==> config.mk <==
export PLATFORM = sky130hd
export DESIGN_NAME = framed_packet_receiver_flat
export DESIGN_NICKNAME = d
export VERILOG_FILES = /design/src/fpr_pkg.sv /design/src/fpr_rx_if.sv /design/src/fpr_res_if.sv /design/src/fpr_datapath.sv /design/src/fpr_ctrl.sv /design/src/framed_packet_receiver.sv /design/src/flat_wrapper.sv
export VERILOG_INCLUDE_DIRS = /design/src /design/src/src
export SDC_FILE = /design/constraint.sdc
export NUM_CORES = 1
export LEC_CHECK = 0
export BUFFER_PORTS_ARGS = -buffer_cell sky130_fd_sc_hd__buf_2
export CORE_MARGIN = 5
export CORE_UTILIZATION = 30
export DETAILED_ROUTE_END_ITERATION = 10
export SKIP_LAST_GASP = 1
export SYNTH_ARGS = -nofsm -noshare
export SYNTH_HDL_FRONTEND = slang
export SYNTH_SLANG_ARGS = --single-unit
==> constraint.sdc <==
create_clock -name clk -period 2.58 [get_ports clk]
set_input_delay 0.258 -clock clk [delete_from_list [all_inputs] [get_ports clk]]
set_output_delay 0.258 -clock clk [all_outputs]
set_load 0.005 [all_outputs]
==> src/framed_packet_receiver_assert.svh <==
// Assertion macros for the framed packet receiver RTL.
// Depends on nothing; included by modules that carry concurrent checks.
`ifndef FRAMED_PACKET_RECEIVER_ASSERT_SVH
`define FRAMED_PACKET_RECEIVER_ASSERT_SVH

// Condition that must hold at every clock edge outside reset.
`define FPR_ASSERT_ALWAYS(lbl, clk, rst_n, expr, msg) \
  lbl: assert property (@(posedge clk) disable iff (!rst_n) (expr)) else $error(msg);

// Antecedent in a cycle implies consequent in the next cycle.
`define FPR_ASSERT_NEXT(lbl, clk, rst_n, ante, cons, msg) \
  lbl: assert property (@(posedge clk) disable iff (!rst_n) (ante) |=> (cons)) \
    else $error(msg);

`endif

==> src/fpr_pkg.sv <==
// Package for the framed packet receiver: widths, reset values, codes,
// controller states and the command/status structs. No dependencies.
`default_nettype none

package fpr_pkg;

  localparam int unsigned BYTE_W          = 8;
  localparam int unsigned LEN_W           = 7;
  localparam int unsigned IDX_W           = 6;
  localparam int unsigned KIND_W          = 3;
  localparam int unsigned SUM_W           = 16;
  localparam int unsigned CFG_IDX_W       = 2;

  localparam int unsigned MAX_PAYLOAD_DEF = 64;

  localparam logic [BYTE_W-1:0] START_CHAR_RST = 8'h02;
  localparam logic [BYTE_W-1:0] END_CHAR_RST   = 8'h03;
  localparam logic [BYTE_W-1:0] SEED_RST       = 8'h55;
  localparam logic [LEN_W-1:0]  MAX_LEN_RST    = 7'd64;
  localparam logic [LEN_W-1:0]  LEN_SAT        = 7'h7f;

  // Configuration register indexes
  localparam logic [CFG_IDX_W-1:0] CFG_START_CHAR = 2'd0;
  localparam logic [CFG_IDX_W-1:0] CFG_END_CHAR   = 2'd1;
  localparam logic [CFG_IDX_W-1:0] CFG_SEED       = 2'd2;
  localparam logic [CFG_IDX_W-1:0] CFG_MAX_LEN    = 2'd3;

  typedef enum logic [KIND_W-1:0] {
    KIND_PAYLOAD = 3'd0,
    KIND_EMPTY   = 3'd1,
    KIND_SUM_ERR = 3'd2,
    KIND_END_ERR = 3'd3,
    KIND_LEN_ERR = 3'd4
  } kind_t;

  typedef enum logic [2:0] {
    ST_START,
    ST_LENGTH,
    ST_DATA,
    ST_SUM_LO,
    ST_SUM_HI,
    ST_END,
    ST_RD,
    ST_LD
  } state_t;

  // Controller to datapath
  typedef struct packed {
    logic  take_len;
    logic  take_data;
    logic  emit;
    kind_t emit_kind;
    logic  rd_start;
    logic  rd_issue;
    logic  rd_load;
  } cmd_t;

  // Datapath to controller
  typedef struct packed {
    logic is_start;
    logic is_end;
    logic len_big;
    logic len_zero;
    logic data_done;
    logic lo_match;
    logic hi_match;
    logic exp_zero;
    logic rp_last;
    logic out_free;
  } sts_t;

endpackage

`default_nettype wire

==> src/fpr_rx_if.sv <==
// Input byte channel: valid/ready handshake carrying one received byte.
// Depends on fpr_pkg.
`default_nettype none

interface fpr_rx_if import fpr_pkg::*; ();
  logic              valid;
  logic              ready;
  logic [BYTE_W-1:0] rx_byte;

  modport source (output valid, output rx_byte, input ready);
  modport sink   (input valid, input rx_byte, output ready);
endinterface

`default_nettype wire

==> src/fpr_res_if.sv <==
// Result channel: valid/ready handshake carrying one result item.
// Depends on fpr_pkg.
`default_nettype none

interface fpr_res_if import fpr_pkg::*; ();
  logic              valid;
  logic              ready;
  logic [KIND_W-1:0] kind;
  logic [BYTE_W-1:0] payload_byte;
  logic [IDX_W-1:0]  byte_index;
  logic [LEN_W-1:0]  frame_length;
  logic              last;

  modport source (output valid, output kind, output payload_byte, output byte_index,
                  output frame_length, output last, input ready);
  modport sink   (input valid, input kind, input payload_byte, input byte_index,
                  input frame_length, input last, output ready);
endinterface

`default_nettype wire

==> src/fpr_datapath.sv <==
// Datapath of the framed packet receiver: config registers, length and
// checksum tracking, payload store, replay read and output register. Uses fpr_pkg.
`default_nettype none

module fpr_datapath import fpr_pkg::*; #(
  parameter int unsigned MAX_PAYLOAD = MAX_PAYLOAD_DEF
) (
  input  logic                 clk,
  input  logic                 rst_n,
  input  logic [BYTE_W-1:0]    rx_byte,
  input  logic                 cfg_we,
  input  logic [CFG_IDX_W-1:0] cfg_index,
  input  logic [BYTE_W-1:0]    cfg_data,
  input  cmd_t                 cmd,
  output sts_t                 sts,
  input  logic                 out_ready,
  output logic                 out_valid,
  output logic [KIND_W-1:0]    out_kind,
  output logic [BYTE_W-1:0]    out_payload_byte,
  output logic [IDX_W-1:0]     out_byte_index,
  output logic [LEN_W-1:0]     out_frame_length,
  output logic                 out_last
);

  // Lengths never exceed 127, so deeper storage is never addressed
  localparam int unsigned DEPTH = (MAX_PAYLOAD < 127) ? MAX_PAYLOAD : 127;
  localparam int unsigned AW    = (DEPTH > 1) ? $clog2(DEPTH) : 1;

  logic [BYTE_W-1:0] start_char_r, end_char_r, seed_r;
  logic [LEN_W-1:0]  max_len_r;
  logic [LEN_W-1:0]  exp_len_r, exp_len_nxt;
  logic [LEN_W-1:0]  cnt_r, cnt_nxt;
  logic [LEN_W-1:0]  rp_r, rp_nxt;
  logic [SUM_W-1:0]  sum_r, sum_nxt;
  logic [BYTE_W-1:0] rdata_r;
  logic [BYTE_W-1:0] mem [DEPTH];

  logic              out_valid_r, out_valid_nxt;
  kind_t             out_kind_r, out_kind_nxt;
  logic [BYTE_W-1:0] out_byte_r, out_byte_nxt;
  logic [IDX_W-1:0]  out_idx_r, out_idx_nxt;
  logic [LEN_W-1:0]  out_len_r, out_len_nxt;
  logic              out_last_r, out_last_nxt;

  logic [LEN_W-1:0]  len_sat;

  // Configuration writes
  always_ff @(posedge clk) begin
    if (!rst_n) begin
      start_char_r <= START_CHAR_RST;
      end_char_r   <= END_CHAR_RST;
      seed_r       <= SEED_RST;
      max_len_r    <= MAX_LEN_RST;
    end else if (cfg_we) begin
      case (cfg_index)
        CFG_START_CHAR: start_char_r <= cfg_data;
        CFG_END_CHAR:   end_char_r   <= cfg_data;
        CFG_SEED:       seed_r       <= cfg_data;
        CFG_MAX_LEN:    max_len_r    <= cfg_data[LEN_W-1:0];
        default:        ;
      endcase
    end
  end

  // Status toward the controller
  always_comb begin
    sts.is_start  = (rx_byte == start_char_r);
    sts.is_end    = (rx_byte == end_char_r);
    sts.len_big   = (rx_byte > {1'b0, max_len_r}) ||
                    ({1'b0, rx_byte} > 9'(MAX_PAYLOAD));
    sts.len_zero  = (rx_byte == '0);
    sts.data_done = (({1'b0, cnt_r} + 8'd1) >= {1'b0, exp_len_r});
    sts.lo_match  = (rx_byte == sum_r[7:0]);
    sts.hi_match  = (rx_byte == sum_r[15:8]);
    sts.exp_zero  = (exp_len_r == '0);
    sts.rp_last   = (({1'b0, rp_r} + 8'd1) == {1'b0, exp_len_r});
    sts.out_free  = !out_valid_r || out_ready;
  end

  assign len_sat = rx_byte[BYTE_W-1] ? LEN_SAT : rx_byte[LEN_W-1:0];

  // Frame tracking: length, count, checksum, replay pointer
  always_comb begin
    exp_len_nxt = exp_len_r;
    cnt_nxt     = cnt_r;
    sum_nxt     = sum_r;
    rp_nxt      = rp_r;
    if (cmd.take_len) begin
      exp_len_nxt = rx_byte[LEN_W-1:0];
      cnt_nxt     = '0;
      sum_nxt     = SUM_W'(seed_r) + SUM_W'(rx_byte);
    end
    if (cmd.take_data) begin
      cnt_nxt = cnt_r + 7'd1;
      sum_nxt = sum_r + SUM_W'(rx_byte);
    end
    if (cmd.rd_start) rp_nxt = '0;
    if (cmd.rd_load)  rp_nxt = rp_r + 7'd1;
  end

  always_ff @(posedge clk) begin
    if (!rst_n) begin
      exp_len_r <= '0;
      cnt_r     <= '0;
      sum_r     <= '0;
      rp_r      <= '0;
    end else begin
      exp_len_r <= exp_len_nxt;
      cnt_r     <= cnt_nxt;
      sum_r     <= sum_nxt;
      rp_r      <= rp_nxt;
    end
  end

  // Payload store, one write and one registered read port
  always_ff @(posedge clk) begin
    if (cmd.take_data) mem[cnt_r[AW-1:0]] <= rx_byte;
  end

  always_ff @(posedge clk) begin
    if (cmd.rd_issue) rdata_r <= mem[rp_r[AW-1:0]];
  end

  // Output register
  always_comb begin
    out_valid_nxt = out_valid_r && !out_ready;
    out_kind_nxt  = out_kind_r;
    out_byte_nxt  = out_byte_r;
    out_idx_nxt   = out_idx_r;
    out_len_nxt   = out_len_r;
    out_last_nxt  = out_last_r;
    if (cmd.emit) begin
      out_valid_nxt = 1'b1;
      out_kind_nxt  = cmd.emit_kind;
      out_byte_nxt  = '0;
      out_idx_nxt   = '0;
      out_last_nxt  = 1'b1;
      case (cmd.emit_kind)
        KIND_LEN_ERR: out_len_nxt = len_sat;
        KIND_EMPTY:   out_len_nxt = '0;
        default:      out_len_nxt = exp_len_r;
      endcase
    end else if (cmd.rd_load) begin
      out_valid_nxt = 1'b1;
      out_kind_nxt  = KIND_PAYLOAD;
      out_byte_nxt  = rdata_r;
      out_idx_nxt   = rp_r[IDX_W-1:0];
      out_len_nxt   = exp_len_r;
      out_last_nxt  = sts.rp_last;
    end
  end

  always_ff @(posedge clk) begin
    if (!rst_n) begin
      out_valid_r <= 1'b0;
    end else begin
      out_valid_r <= out_valid_nxt;
    end
    out_kind_r <= out_kind_nxt;
    out_byte_r <= out_byte_nxt;
    out_idx_r  <= out_idx_nxt;
    out_len_r  <= out_len_nxt;
    out_last_r <= out_last_nxt;
  end

  assign out_valid        = out_valid_r;
  assign out_kind         = out_kind_r;
  assign out_payload_byte = out_byte_r;
  assign out_byte_index   = out_idx_r;
  assign out_frame_length = out_len_r;
  assign out_last         = out_last_r;

endmodule

`default_nettype wire

==> src/fpr_ctrl.sv <==
// Controller of the framed packet receiver: parse and replay state machine.
// Uses fpr_pkg and the assertion macros in framed_packet_receiver_assert.svh.
`default_nettype none

`include "framed_packet_receiver_assert.svh"

module fpr_ctrl import fpr_pkg::*; (
  input  logic clk,
  input  logic rst_n,
  input  logic in_valid,
  output logic in_ready,
  input  sts_t sts,
  output cmd_t cmd
);

  state_t state_r, state_nxt;
  logic   accept;

  // Input ready: phases that never emit need no free output slot
  always_comb begin
    case (state_r)
      ST_START, ST_DATA:                  in_ready = 1'b1;
      ST_LENGTH, ST_SUM_LO, ST_SUM_HI,
      ST_END:                             in_ready = sts.out_free;
      default:                            in_ready = 1'b0;
    endcase
  end

  assign accept = in_valid && in_ready;

  // Next state
  always_comb begin
    state_nxt = state_r;
    case (state_r)
      ST_START: begin
        if (accept && sts.is_start) state_nxt = ST_LENGTH;
      end
      ST_LENGTH: begin
        if (accept) begin
          if (sts.len_big)       state_nxt = ST_START;
          else if (sts.len_zero) state_nxt = ST_SUM_LO;
          else                   state_nxt = ST_DATA;
        end
      end
      ST_DATA: begin
        if (accept && sts.data_done) state_nxt = ST_SUM_LO;
      end
      ST_SUM_LO: begin
        if (accept) begin
          if (sts.lo_match)      state_nxt = ST_SUM_HI;
          else if (sts.is_start) state_nxt = ST_LENGTH;
          else                   state_nxt = ST_START;
        end
      end
      ST_SUM_HI: begin
        if (accept) begin
          if (sts.hi_match)      state_nxt = ST_END;
          else if (sts.is_start) state_nxt = ST_LENGTH;
          else                   state_nxt = ST_START;
        end
      end
      ST_END: begin
        if (accept) begin
          if (sts.is_end && !sts.exp_zero) state_nxt = ST_RD;
          else                             state_nxt = ST_START;
        end
      end
      ST_RD: state_nxt = ST_LD;
      ST_LD: begin
        if (sts.out_free) state_nxt = sts.rp_last ? ST_START : ST_RD;
      end
      default: state_nxt = ST_START;
    endcase
  end

  // Commands
  always_comb begin
    cmd           = '0;
    cmd.emit_kind = KIND_PAYLOAD;
    case (state_r)
      ST_LENGTH: begin
        if (accept) begin
          if (sts.len_big) begin
            cmd.emit      = 1'b1;
            cmd.emit_kind = KIND_LEN_ERR;
          end else begin
            cmd.take_len = 1'b1;
          end
        end
      end
      ST_DATA: cmd.take_data = accept;
      ST_SUM_LO: begin
        if (accept && !sts.lo_match) begin
          cmd.emit      = 1'b1;
          cmd.emit_kind = KIND_SUM_ERR;
        end
      end
      ST_SUM_HI: begin
        if (accept && !sts.hi_match) begin
          cmd.emit      = 1'b1;
          cmd.emit_kind = KIND_SUM_ERR;
        end
      end
      ST_END: begin
        if (accept) begin
          if (!sts.is_end) begin
            cmd.emit      = 1'b1;
            cmd.emit_kind = KIND_END_ERR;
          end else if (sts.exp_zero) begin
            cmd.emit      = 1'b1;
            cmd.emit_kind = KIND_EMPTY;
          end else begin
            cmd.rd_start = 1'b1;
          end
        end
      end
      ST_RD: cmd.rd_issue = 1'b1;
      ST_LD: cmd.rd_load  = sts.out_free;
      default: ;
    endcase
  end

  always_ff @(posedge clk) begin
    if (!rst_n) begin
      state_r <= ST_START;
    end else begin
      state_r <= state_nxt;
    end
  end

  // Checks
  `FPR_ASSERT_ALWAYS(a_load_needs_slot, clk, rst_n, !(cmd.emit || cmd.rd_load) || sts.out_free, "result loaded into a busy output register")
  `FPR_ASSERT_ALWAYS(a_no_double_load, clk, rst_n, !(cmd.emit && cmd.rd_load), "status and replay loaded together")
  `FPR_ASSERT_NEXT(a_read_then_load, clk, rst_n, cmd.rd_issue, state_r == ST_LD, "replay read not followed by load")
  `FPR_ASSERT_NEXT(a_replay_blocks_input, clk, rst_n, cmd.rd_start, !in_ready, "input taken during payload replay")

endmodule

`default_nettype wire

==> src/framed_packet_receiver.sv <==
// Top level of the framed packet receiver: controller plus datapath.
// Depends on fpr_pkg, fpr_rx_if, fpr_res_if, fpr_ctrl and fpr_datapath.
//
//   channel   direction  handshake      contents
//   in_rx     in         valid/ready    rx_byte
//   out_res   out        valid/ready    kind, payload_byte, byte_index, frame_length, last
//   cfg_*     in         cfg_we only    cfg_index, cfg_data
//
// A byte is taken while in_ready is high; the output register decouples the sides.
// A good end byte of a non-empty frame starts a replay of the L stored bytes, each via
// ST_RD (registered read of the payload store) and ST_LD; no input is taken in replay.
// out_ready low holds the output register and, while it is full, stalls bytes that
// may produce a result. Reset is synchronous, with no clearing pass.
`default_nettype none

module framed_packet_receiver import fpr_pkg::*; #(
  parameter int unsigned MAX_PAYLOAD = MAX_PAYLOAD_DEF
) (
  input  logic                 clk,
  input  logic                 rst_n,
  fpr_rx_if.sink               in_rx,
  fpr_res_if.source            out_res,
  input  logic                 cfg_we,
  input  logic [CFG_IDX_W-1:0] cfg_index,
  input  logic [BYTE_W-1:0]    cfg_data
);

  cmd_t cmd;
  sts_t sts;

  // Parse/replay controller
  fpr_ctrl u_ctrl (
    .clk      (clk),
    .rst_n    (rst_n),
    .in_valid (in_rx.valid),
    .in_ready (in_rx.ready),
    .sts      (sts),
    .cmd      (cmd)
  );

  // Registers, store and output stage
  fpr_datapath #(
    .MAX_PAYLOAD (MAX_PAYLOAD)
  ) u_datapath (
    .clk              (clk),
    .rst_n            (rst_n),
    .rx_byte          (in_rx.rx_byte),
    .cfg_we           (cfg_we),
    .cfg_index        (cfg_index),
    .cfg_data         (cfg_data),
    .cmd              (cmd),
    .sts              (sts),
    .out_ready        (out_res.ready),
    .out_valid        (out_res.valid),
    .out_kind         (out_res.kind),
    .out_payload_byte (out_res.payload_byte),
    .out_byte_index   (out_res.byte_index),
    .out_frame_length (out_res.frame_length),
    .out_last         (out_res.last)
  );

endmodule

`default_nettype wire
==> src/flat_wrapper.sv <==
// flat-port wrapper written by rule: the top's interface ports become plain ports
module framed_packet_receiver_flat import fpr_pkg::*;
#(
  parameter int unsigned MAX_PAYLOAD = MAX_PAYLOAD_DEF
)
  (clk, rst_n, cfg_we, cfg_index, cfg_data, in_rx_valid, in_rx_rx_byte, in_rx_ready, out_res_valid, out_res_kind, out_res_payload_byte, out_res_byte_index, out_res_frame_length, out_res_last, out_res_ready);
  fpr_rx_if in_rx_i ();
  fpr_res_if out_res_i ();
  input  logic clk;
  input  logic rst_n;
  input  logic cfg_we;
  input  logic [CFG_IDX_W-1:0] cfg_index;
  input  logic [BYTE_W-1:0] cfg_data;
  input wire logic [$bits(in_rx_i.valid)-1:0] in_rx_valid;
  input wire logic [$bits(in_rx_i.rx_byte)-1:0] in_rx_rx_byte;
  output wire logic [$bits(in_rx_i.ready)-1:0] in_rx_ready;
  output wire logic [$bits(out_res_i.valid)-1:0] out_res_valid;
  output wire logic [$bits(out_res_i.kind)-1:0] out_res_kind;
  output wire logic [$bits(out_res_i.payload_byte)-1:0] out_res_payload_byte;
  output wire logic [$bits(out_res_i.byte_index)-1:0] out_res_byte_index;
  output wire logic [$bits(out_res_i.frame_length)-1:0] out_res_frame_length;
  output wire logic [$bits(out_res_i.last)-1:0] out_res_last;
  input wire logic [$bits(out_res_i.ready)-1:0] out_res_ready;
  assign in_rx_i.valid = in_rx_valid;
  assign in_rx_i.rx_byte = in_rx_rx_byte;
  assign in_rx_ready = in_rx_i.ready;
  assign out_res_valid = out_res_i.valid;
  assign out_res_kind = out_res_i.kind;
  assign out_res_payload_byte = out_res_i.payload_byte;
  assign out_res_byte_index = out_res_i.byte_index;
  assign out_res_frame_length = out_res_i.frame_length;
  assign out_res_last = out_res_i.last;
  assign out_res_i.ready = out_res_ready;
  framed_packet_receiver #(.MAX_PAYLOAD(MAX_PAYLOAD)) u_core (.clk(clk), .rst_n(rst_n), .in_rx(in_rx_i), .out_res(out_res_i), .cfg_we(cfg_we), .cfg_index(cfg_index), .cfg_data(cfg_data));
endmodule
# [Word-level counts from Yosys, hierarchy flattened]
# Memory sizes are Yosys's and may differ from the RTL's. A register that Yosys moved wholly into a read port is not among the register bits.
# Cells that the tools add are included.
[totals] memories=1 wordCells=126 ff_bits=97 ramBits=512
[classes] reduce_logical=28 eq_ne=24 add_sub_neg=6 magnitude_cmp=3 muxes=49
[memory_table] memory="u_core.u_datapath.mem" words=64 width=8 rd=1 rd_clocked_by_memory_dff=1 wr=1 line_no="fpr_datapath.sv:36" rtl="logic [BYTE_W-1:0] mem [DEPTH];"
[ops] op="$mux 7" count=7
[ops] op="$mux 3" count=13
[ops] op="$eq 8x8->1" count=4
[ops] op="$mux 16" count=2
[ops] op="$mux 4" count=6
[ops] op="$pmux 3 s8" count=1
[ops] op="$add 16x8->16" count=1
[ops] op="$add 7x1->8 const B" count=2
[ops] op="$pmux 4 s4" count=1
[ops] op="$eq 3x3->1 const B" count=5
[ops] op="$mux 1" count=15
[ops] op="$add 7x1->7 const B" count=2
[ops] op="$ne 2x2->1 const B" count=7
[ops] op="$pmux 7 s2" count=1
[ops] op="$add 8x8->9" count=1
[ops] op="$eq 8x7->1" count=1
[ops] op="$ge 8x7->1" count=1
[ops] op="$gt 8x7->1" count=1
[ops] op="$gt 8x7->1 const B" count=1
[ops] op="$logic_not 8->1" count=1
[ops] op="$reduce_and 2->1" count=4
[ops] op="$logic_and 1x1->1" count=7
[ops] op="$logic_not 7->1" count=1
[ops] op="$reduce_and 7->1" count=1
[ops] op="14 further kinds" count=24

# [Logic depth before layout (Yosys ltp)]
[depth] depth_word=10 mapped_depth=12

# [By module]
# A second synthesis with hierarchy kept.
[unflattened] cells_unflattened=1558 hier_area_um2=25722.2
[by_module_without_submodules] mod="fpr_datapath" seq_area_each_um2=17596.9 instances=1 area_each_um2=25331.8 cells_each=1496
[by_module_without_submodules] mod="fpr_ctrl" seq_area_each_um2=60.1 instances=1 area_each_um2=390.4 cells_each=62

# [Least setup slack after synthesis]
# OpenSTA, ideal clock, no wires.
[synth_timing] kind="input to register" startpoint="in in_rx_rx_byte[0]" endpoint="reg u_core.u_datapath.out_len_r[0], in the netlist u_core.u_datapath.out_frame_length[0], enable pin" setup_slack_ns=-0.197 required_time_ns=2.260 path_stages=11 arrival_ns=2.456 n_path_buf=2 cell_sequence="clkbuf_1 -> inv_1 -> ha_1 -> nand4_1 -> or2_0 -> a221o_1 -> a21oi_1 -> or2_1 -> buf_4 -> nand3b_4 -> nand2b_1"
[synth_via] elab_chain_cells=6 word_cells_on_any_way=18
[synth_lines] element="start, declared" line_no="flat_wrapper.sv:15" rtl="input wire logic [$bits(in_rx_i.rx_byte)-1:0] in_rx_rx_byte;"
[synth_lines] element="$gt 8x7->1 (tied with other cells)" line_no="fpr_datapath.sv:69" rtl="sts.len_big = (rx_byte > {1'b0, max_len_r}) ||"
[synth_lines] element="$logic_or 1x1->1 (tied with other cells)" line_no="fpr_datapath.sv:69"
[synth_lines] element="$mux 4 (tied with other cells)" line_no="fpr_ctrl.sv:83" rtl="if (sts.len_big) begin"
[synth_lines] element="$mux 4, on equally long branches" line_no="fpr_ctrl.sv:82, fpr_ctrl.sv:93, fpr_ctrl.sv:99"
[synth_lines] element="$pmux 4 s4 (*)" line_no="fpr_ctrl.sv:80" rtl="case (state_r)"
[synth_lines] element="$reduce_bool 2->1 (no source line) (*)"
[synth_lines] element="end signal, assigned" line_no="fpr_datapath.sv:162" rtl="out_len_r <= out_len_nxt;"
[synth_lines] element="end, declared" line_no="fpr_datapath.sv:42" rtl="logic [LEN_W-1:0] out_len_r, out_len_nxt;"
# Every way passes the cells marked *; elsewhere a longest branch is shown, timed or not.
# A chain may end at the register's enable or synchronous reset.

==> reports/results.txt <==
Status -> finished with violations
Failing checks -> negative setup slack
Syn nets -> 1580
Post-synth ARST share -> 0
Final period utilization -> 1.00
Vias in the first global route -> 14746
Pwr/cell area -> 650 nW/um^2
Final core occ -> 0.366
GP Congestion -> 0.841
Mapped Area -> 25600 sq um
Chip width -> 302 um
Final worst slack -> -0.00209 ns
# clock sinks -> 617
Hold Crit Class -> input pin to flip-flop
Unique masters post-synth -> 66
Synth Flop Type -> edfxtp_1
Die Span Y -> 302 um
Critical path cell sequence -> buf_8 > clkbuf_16 > mux4_2 > mux4_2 > mux2_4 > nand2_2 > o21ai_2
WL per Instance -> 22.9 um
Mux cell area share after synthesis -> 0.156
Most frequent CP cell -> mux4_2
Total CTS buffers -> 61
RSZ-0062 raised after global routing -> true
Core box area -> 85000 sq um
Leak -> 10.2 nW
Pre-CTS setup slack -> -0.210 ns
Area grow syn2layout -> 21.3%
Site Rows -> 107
Multi-input logic area -> 7590 sq um
Synth cell count leaders -> edfxtp_1 (530), mux4_2 (160), nor2_1 (147), nand2_1 (91), dfxtp_1 (87)
Synth Area in Adders -> 0.0172
Final WL -> 68200 um
First-pass GRT wire length -> 99700 um
Max-Slew Margin vs Limit -> 0.467
CP endpoint kind -> flip-flop
Initial Util -> 0.302
Share of the synthesized area in the top cell type -> 0.621
Most common cell in the netlist -> edfxtp_1
H-tree Lvls -> 2
Ports -> 50
GR Overflow Total -> 0
Synthesized instance count -> 1523
CTS root buf -> clkbuf_16
Max Cap Violations -> 0
DR vias/cell -> 5.02
Routed Antenna Nets -> 0
Layout filler cell count -> 7869
CP peak stage delay -> 0.55 ns
Count of input and output buffers -> 49
Largest area contributor in the netlist -> edfxtp_1
Largest cells by area after synthesis -> edfxtp_1 (62%), mux4_2 (14%), dfxtp_1 (6.8%), nor2_1 (2.2%), ha_1 (1.6%)
Compound-gate portion of the synthesized area -> 0.0430
Avg Cell Area, Syn -> 16.8 sq um
Overall Global Routing Usage -> 0.145
#FFs+latches synth -> 617
Final Max Tran Viols -> 0
Initial DRT Pass Iterations -> 5
Simple-Gate Fraction of Synth Area -> 0.0611
Clk_lat worst skew -> 0.64 ns
HPWL after detailed placement -> 44700 um
Reg area -> 17700 sq um
Yosys warnings -> 0
Initial antenna violation count -> 8
Register area share after synthesis -> 0.688
Skew final -> 0.0344 ns
Max Clk Rate -> 387 MHz
Worst Tran Pin Value -> 0.800 ns
CP arrival -> 2.94 ns
1st-iter DRT viols -> 1539
Clk buf depth -> 3
Startpoint types -> flip-flop
Slowest CP cell -> mux4_2
Proportion of layout cells with a drive suffix above 1 -> 0.311
CP required -> 2.94 ns
Post-synth EDFFs -> 530
Cell Area, Placed -> 28600 sq um
Die area -> 91400 sq um
Crit Path Max Fanout -> 8
Final setup fails -> 1
Worst-path clk slew -> 0.07 ns
Largest family of logic cells by synthesized area -> multiplexers
XOR/XNOR share of the synthesized area -> 0.0147
Drt drc -> 0
Largest net degree at the start of global routing -> 65
Final Hold Vio Count -> 0
CTS tree -> yes
Final Cell Area -> 31100 sq um
Final Critical Period -> 2.58 ns
Layout Nets -> 1831
Vias post-DR -> 14908
Setup CP Type -> flip-flop to flip-flop
Maximum vdd drop -> 0.512 mV
-- worst max-delay path, delay by kind of cell (launching register included) --
kind | cells | cell delay (ns)
multiplexers | 3 | 1.37
AND/OR/NAND/NOR | 1 | 0.07
flip-flops | 1 | 0.45
buffers and inverters | 2 | 0.34
AO/OA/AOI/OAI | 1 | 0.05
-- final timing paths --
check | end | slack [ns] | start | cells past startpoint
hold / removal | u_core.u_datapath.seed_r[1] | 0.06 | cfg_index[0] | 4
setup reg to reg | u_core.u_datapath.rdata_r[7] | -0.002 | u_core.u_datapath.rp_r[0] | 7
setup / recovery | u_core.u_datapath.rdata_r[7] | -0.002 | u_core.u_datapath.rp_r[0] | 7
hold reg to reg | u_core.u_datapath.out_payload_byte[7] | 0.46 | u_core.u_datapath.out_payload_byte[7] | 2
-- area by class of cell --
cell class              count  share of cell area
flip-flops and latches    617               0.568
multi-input cells         790               0.244
repair buffers            278              0.0750
clock buffers              74              0.0516
well taps                1144              0.0460
clock inverters            38              0.0118
inverters                  26             0.00314
diodes                      4            0.000322
-- flip-flops by register name, summed over array words and instances, names as in the netlist, 8 cells and up --
register,count
u_core.u_datapath.end_char_r,8
u_core.u_datapath.rdata_r,8
u_core.u_datapath.mem,512
u_core.u_datapath.start_char_r,8
u_core.u_datapath.seed_r,8
u_core.u_datapath.out_payload_byte,8
u_core.u_datapath.sum_r,16
-- cells in the final DEF, fill, tap and decap left out, types with 8 or more instances in the layout --
master	netlist	routed
a211oi_1	8	8
a21oi_1	52	51
a21oi_2	10	11
a31oi_1	13	13
and3_1	8	8
buf_12	0	15
buf_2	25	49
buf_4	3	187
clkbuf_1	49	10
clkbuf_16	0	64
clkinv_1	0	14
clkinv_2	0	9
dfxtp_1	87	83
dlygate4sd3_1	0	11
edfxtp_1	530	530
ha_1	32	32
inv_1	22	22
mux2i_1	31	30
mux4_2	160	160
nand2_1	91	85
nand2b_1	10	9
nand3_1	30	29
nand4_1	11	11
nor2_1	147	145
nor3_1	10	9
nor4_1	8	8
o21ai_0	22	22
xnor2_1	21	21
xor2_1	22	22
-- where the power goes --
part	internal [mW]	total (mW)	leakage [nW]	switching (mW)
combinational	0.175	0.552	3.79	0.377
sequential	10.8	10.9	5.47	0.0193
clock	5.02	8.80	0.948	3.77
-- timing repair --
action,CTS,global route
pin swaps,0,1
cloned,3,3
setup endpoints to repair,26,102
endpoints found under the hold margin,40,0
hold buffers,11,0
buffers inserted,12,9
gates resized for setup,16,32
-- routing by layer --
metal  GRT usage  up-vias  part of all wire
li1            -     6498                 -
met1       0.207     7766              0.43
met2       0.236      549              0.48
met3      0.0268       91             0.069
met4      0.0305        4             0.018
met5           0        -           0.00038
-- kinds of logic (layout without fill, tap and decap cells) --
family          count (synthesis)  after routing
flops                         617            617
simple gates                  348            348
buf+inv                       116            416
other cells                     0              4
xor+xnor                       43             43
mux                           199            199
fa+ha+maj                      34             34
compound gates                166            166
-- stage by stage --
step                      cells  power (mW)  hold WS [ns]  TNS (ns)
final                      2971        20.2        0.0631  -0.00209
after global routing       2968        20.8        0.0773    -0.715
after CTS                  2957        20.4        0.0241    -0.711
after detailed placement   2819        11.6         0.454     -6.59
after global placement     2819        11.6         0.447     -6.09
after floorplan            1523        11.3         0.357         0
Note: power is estimated with default switching activity, not from simulation.
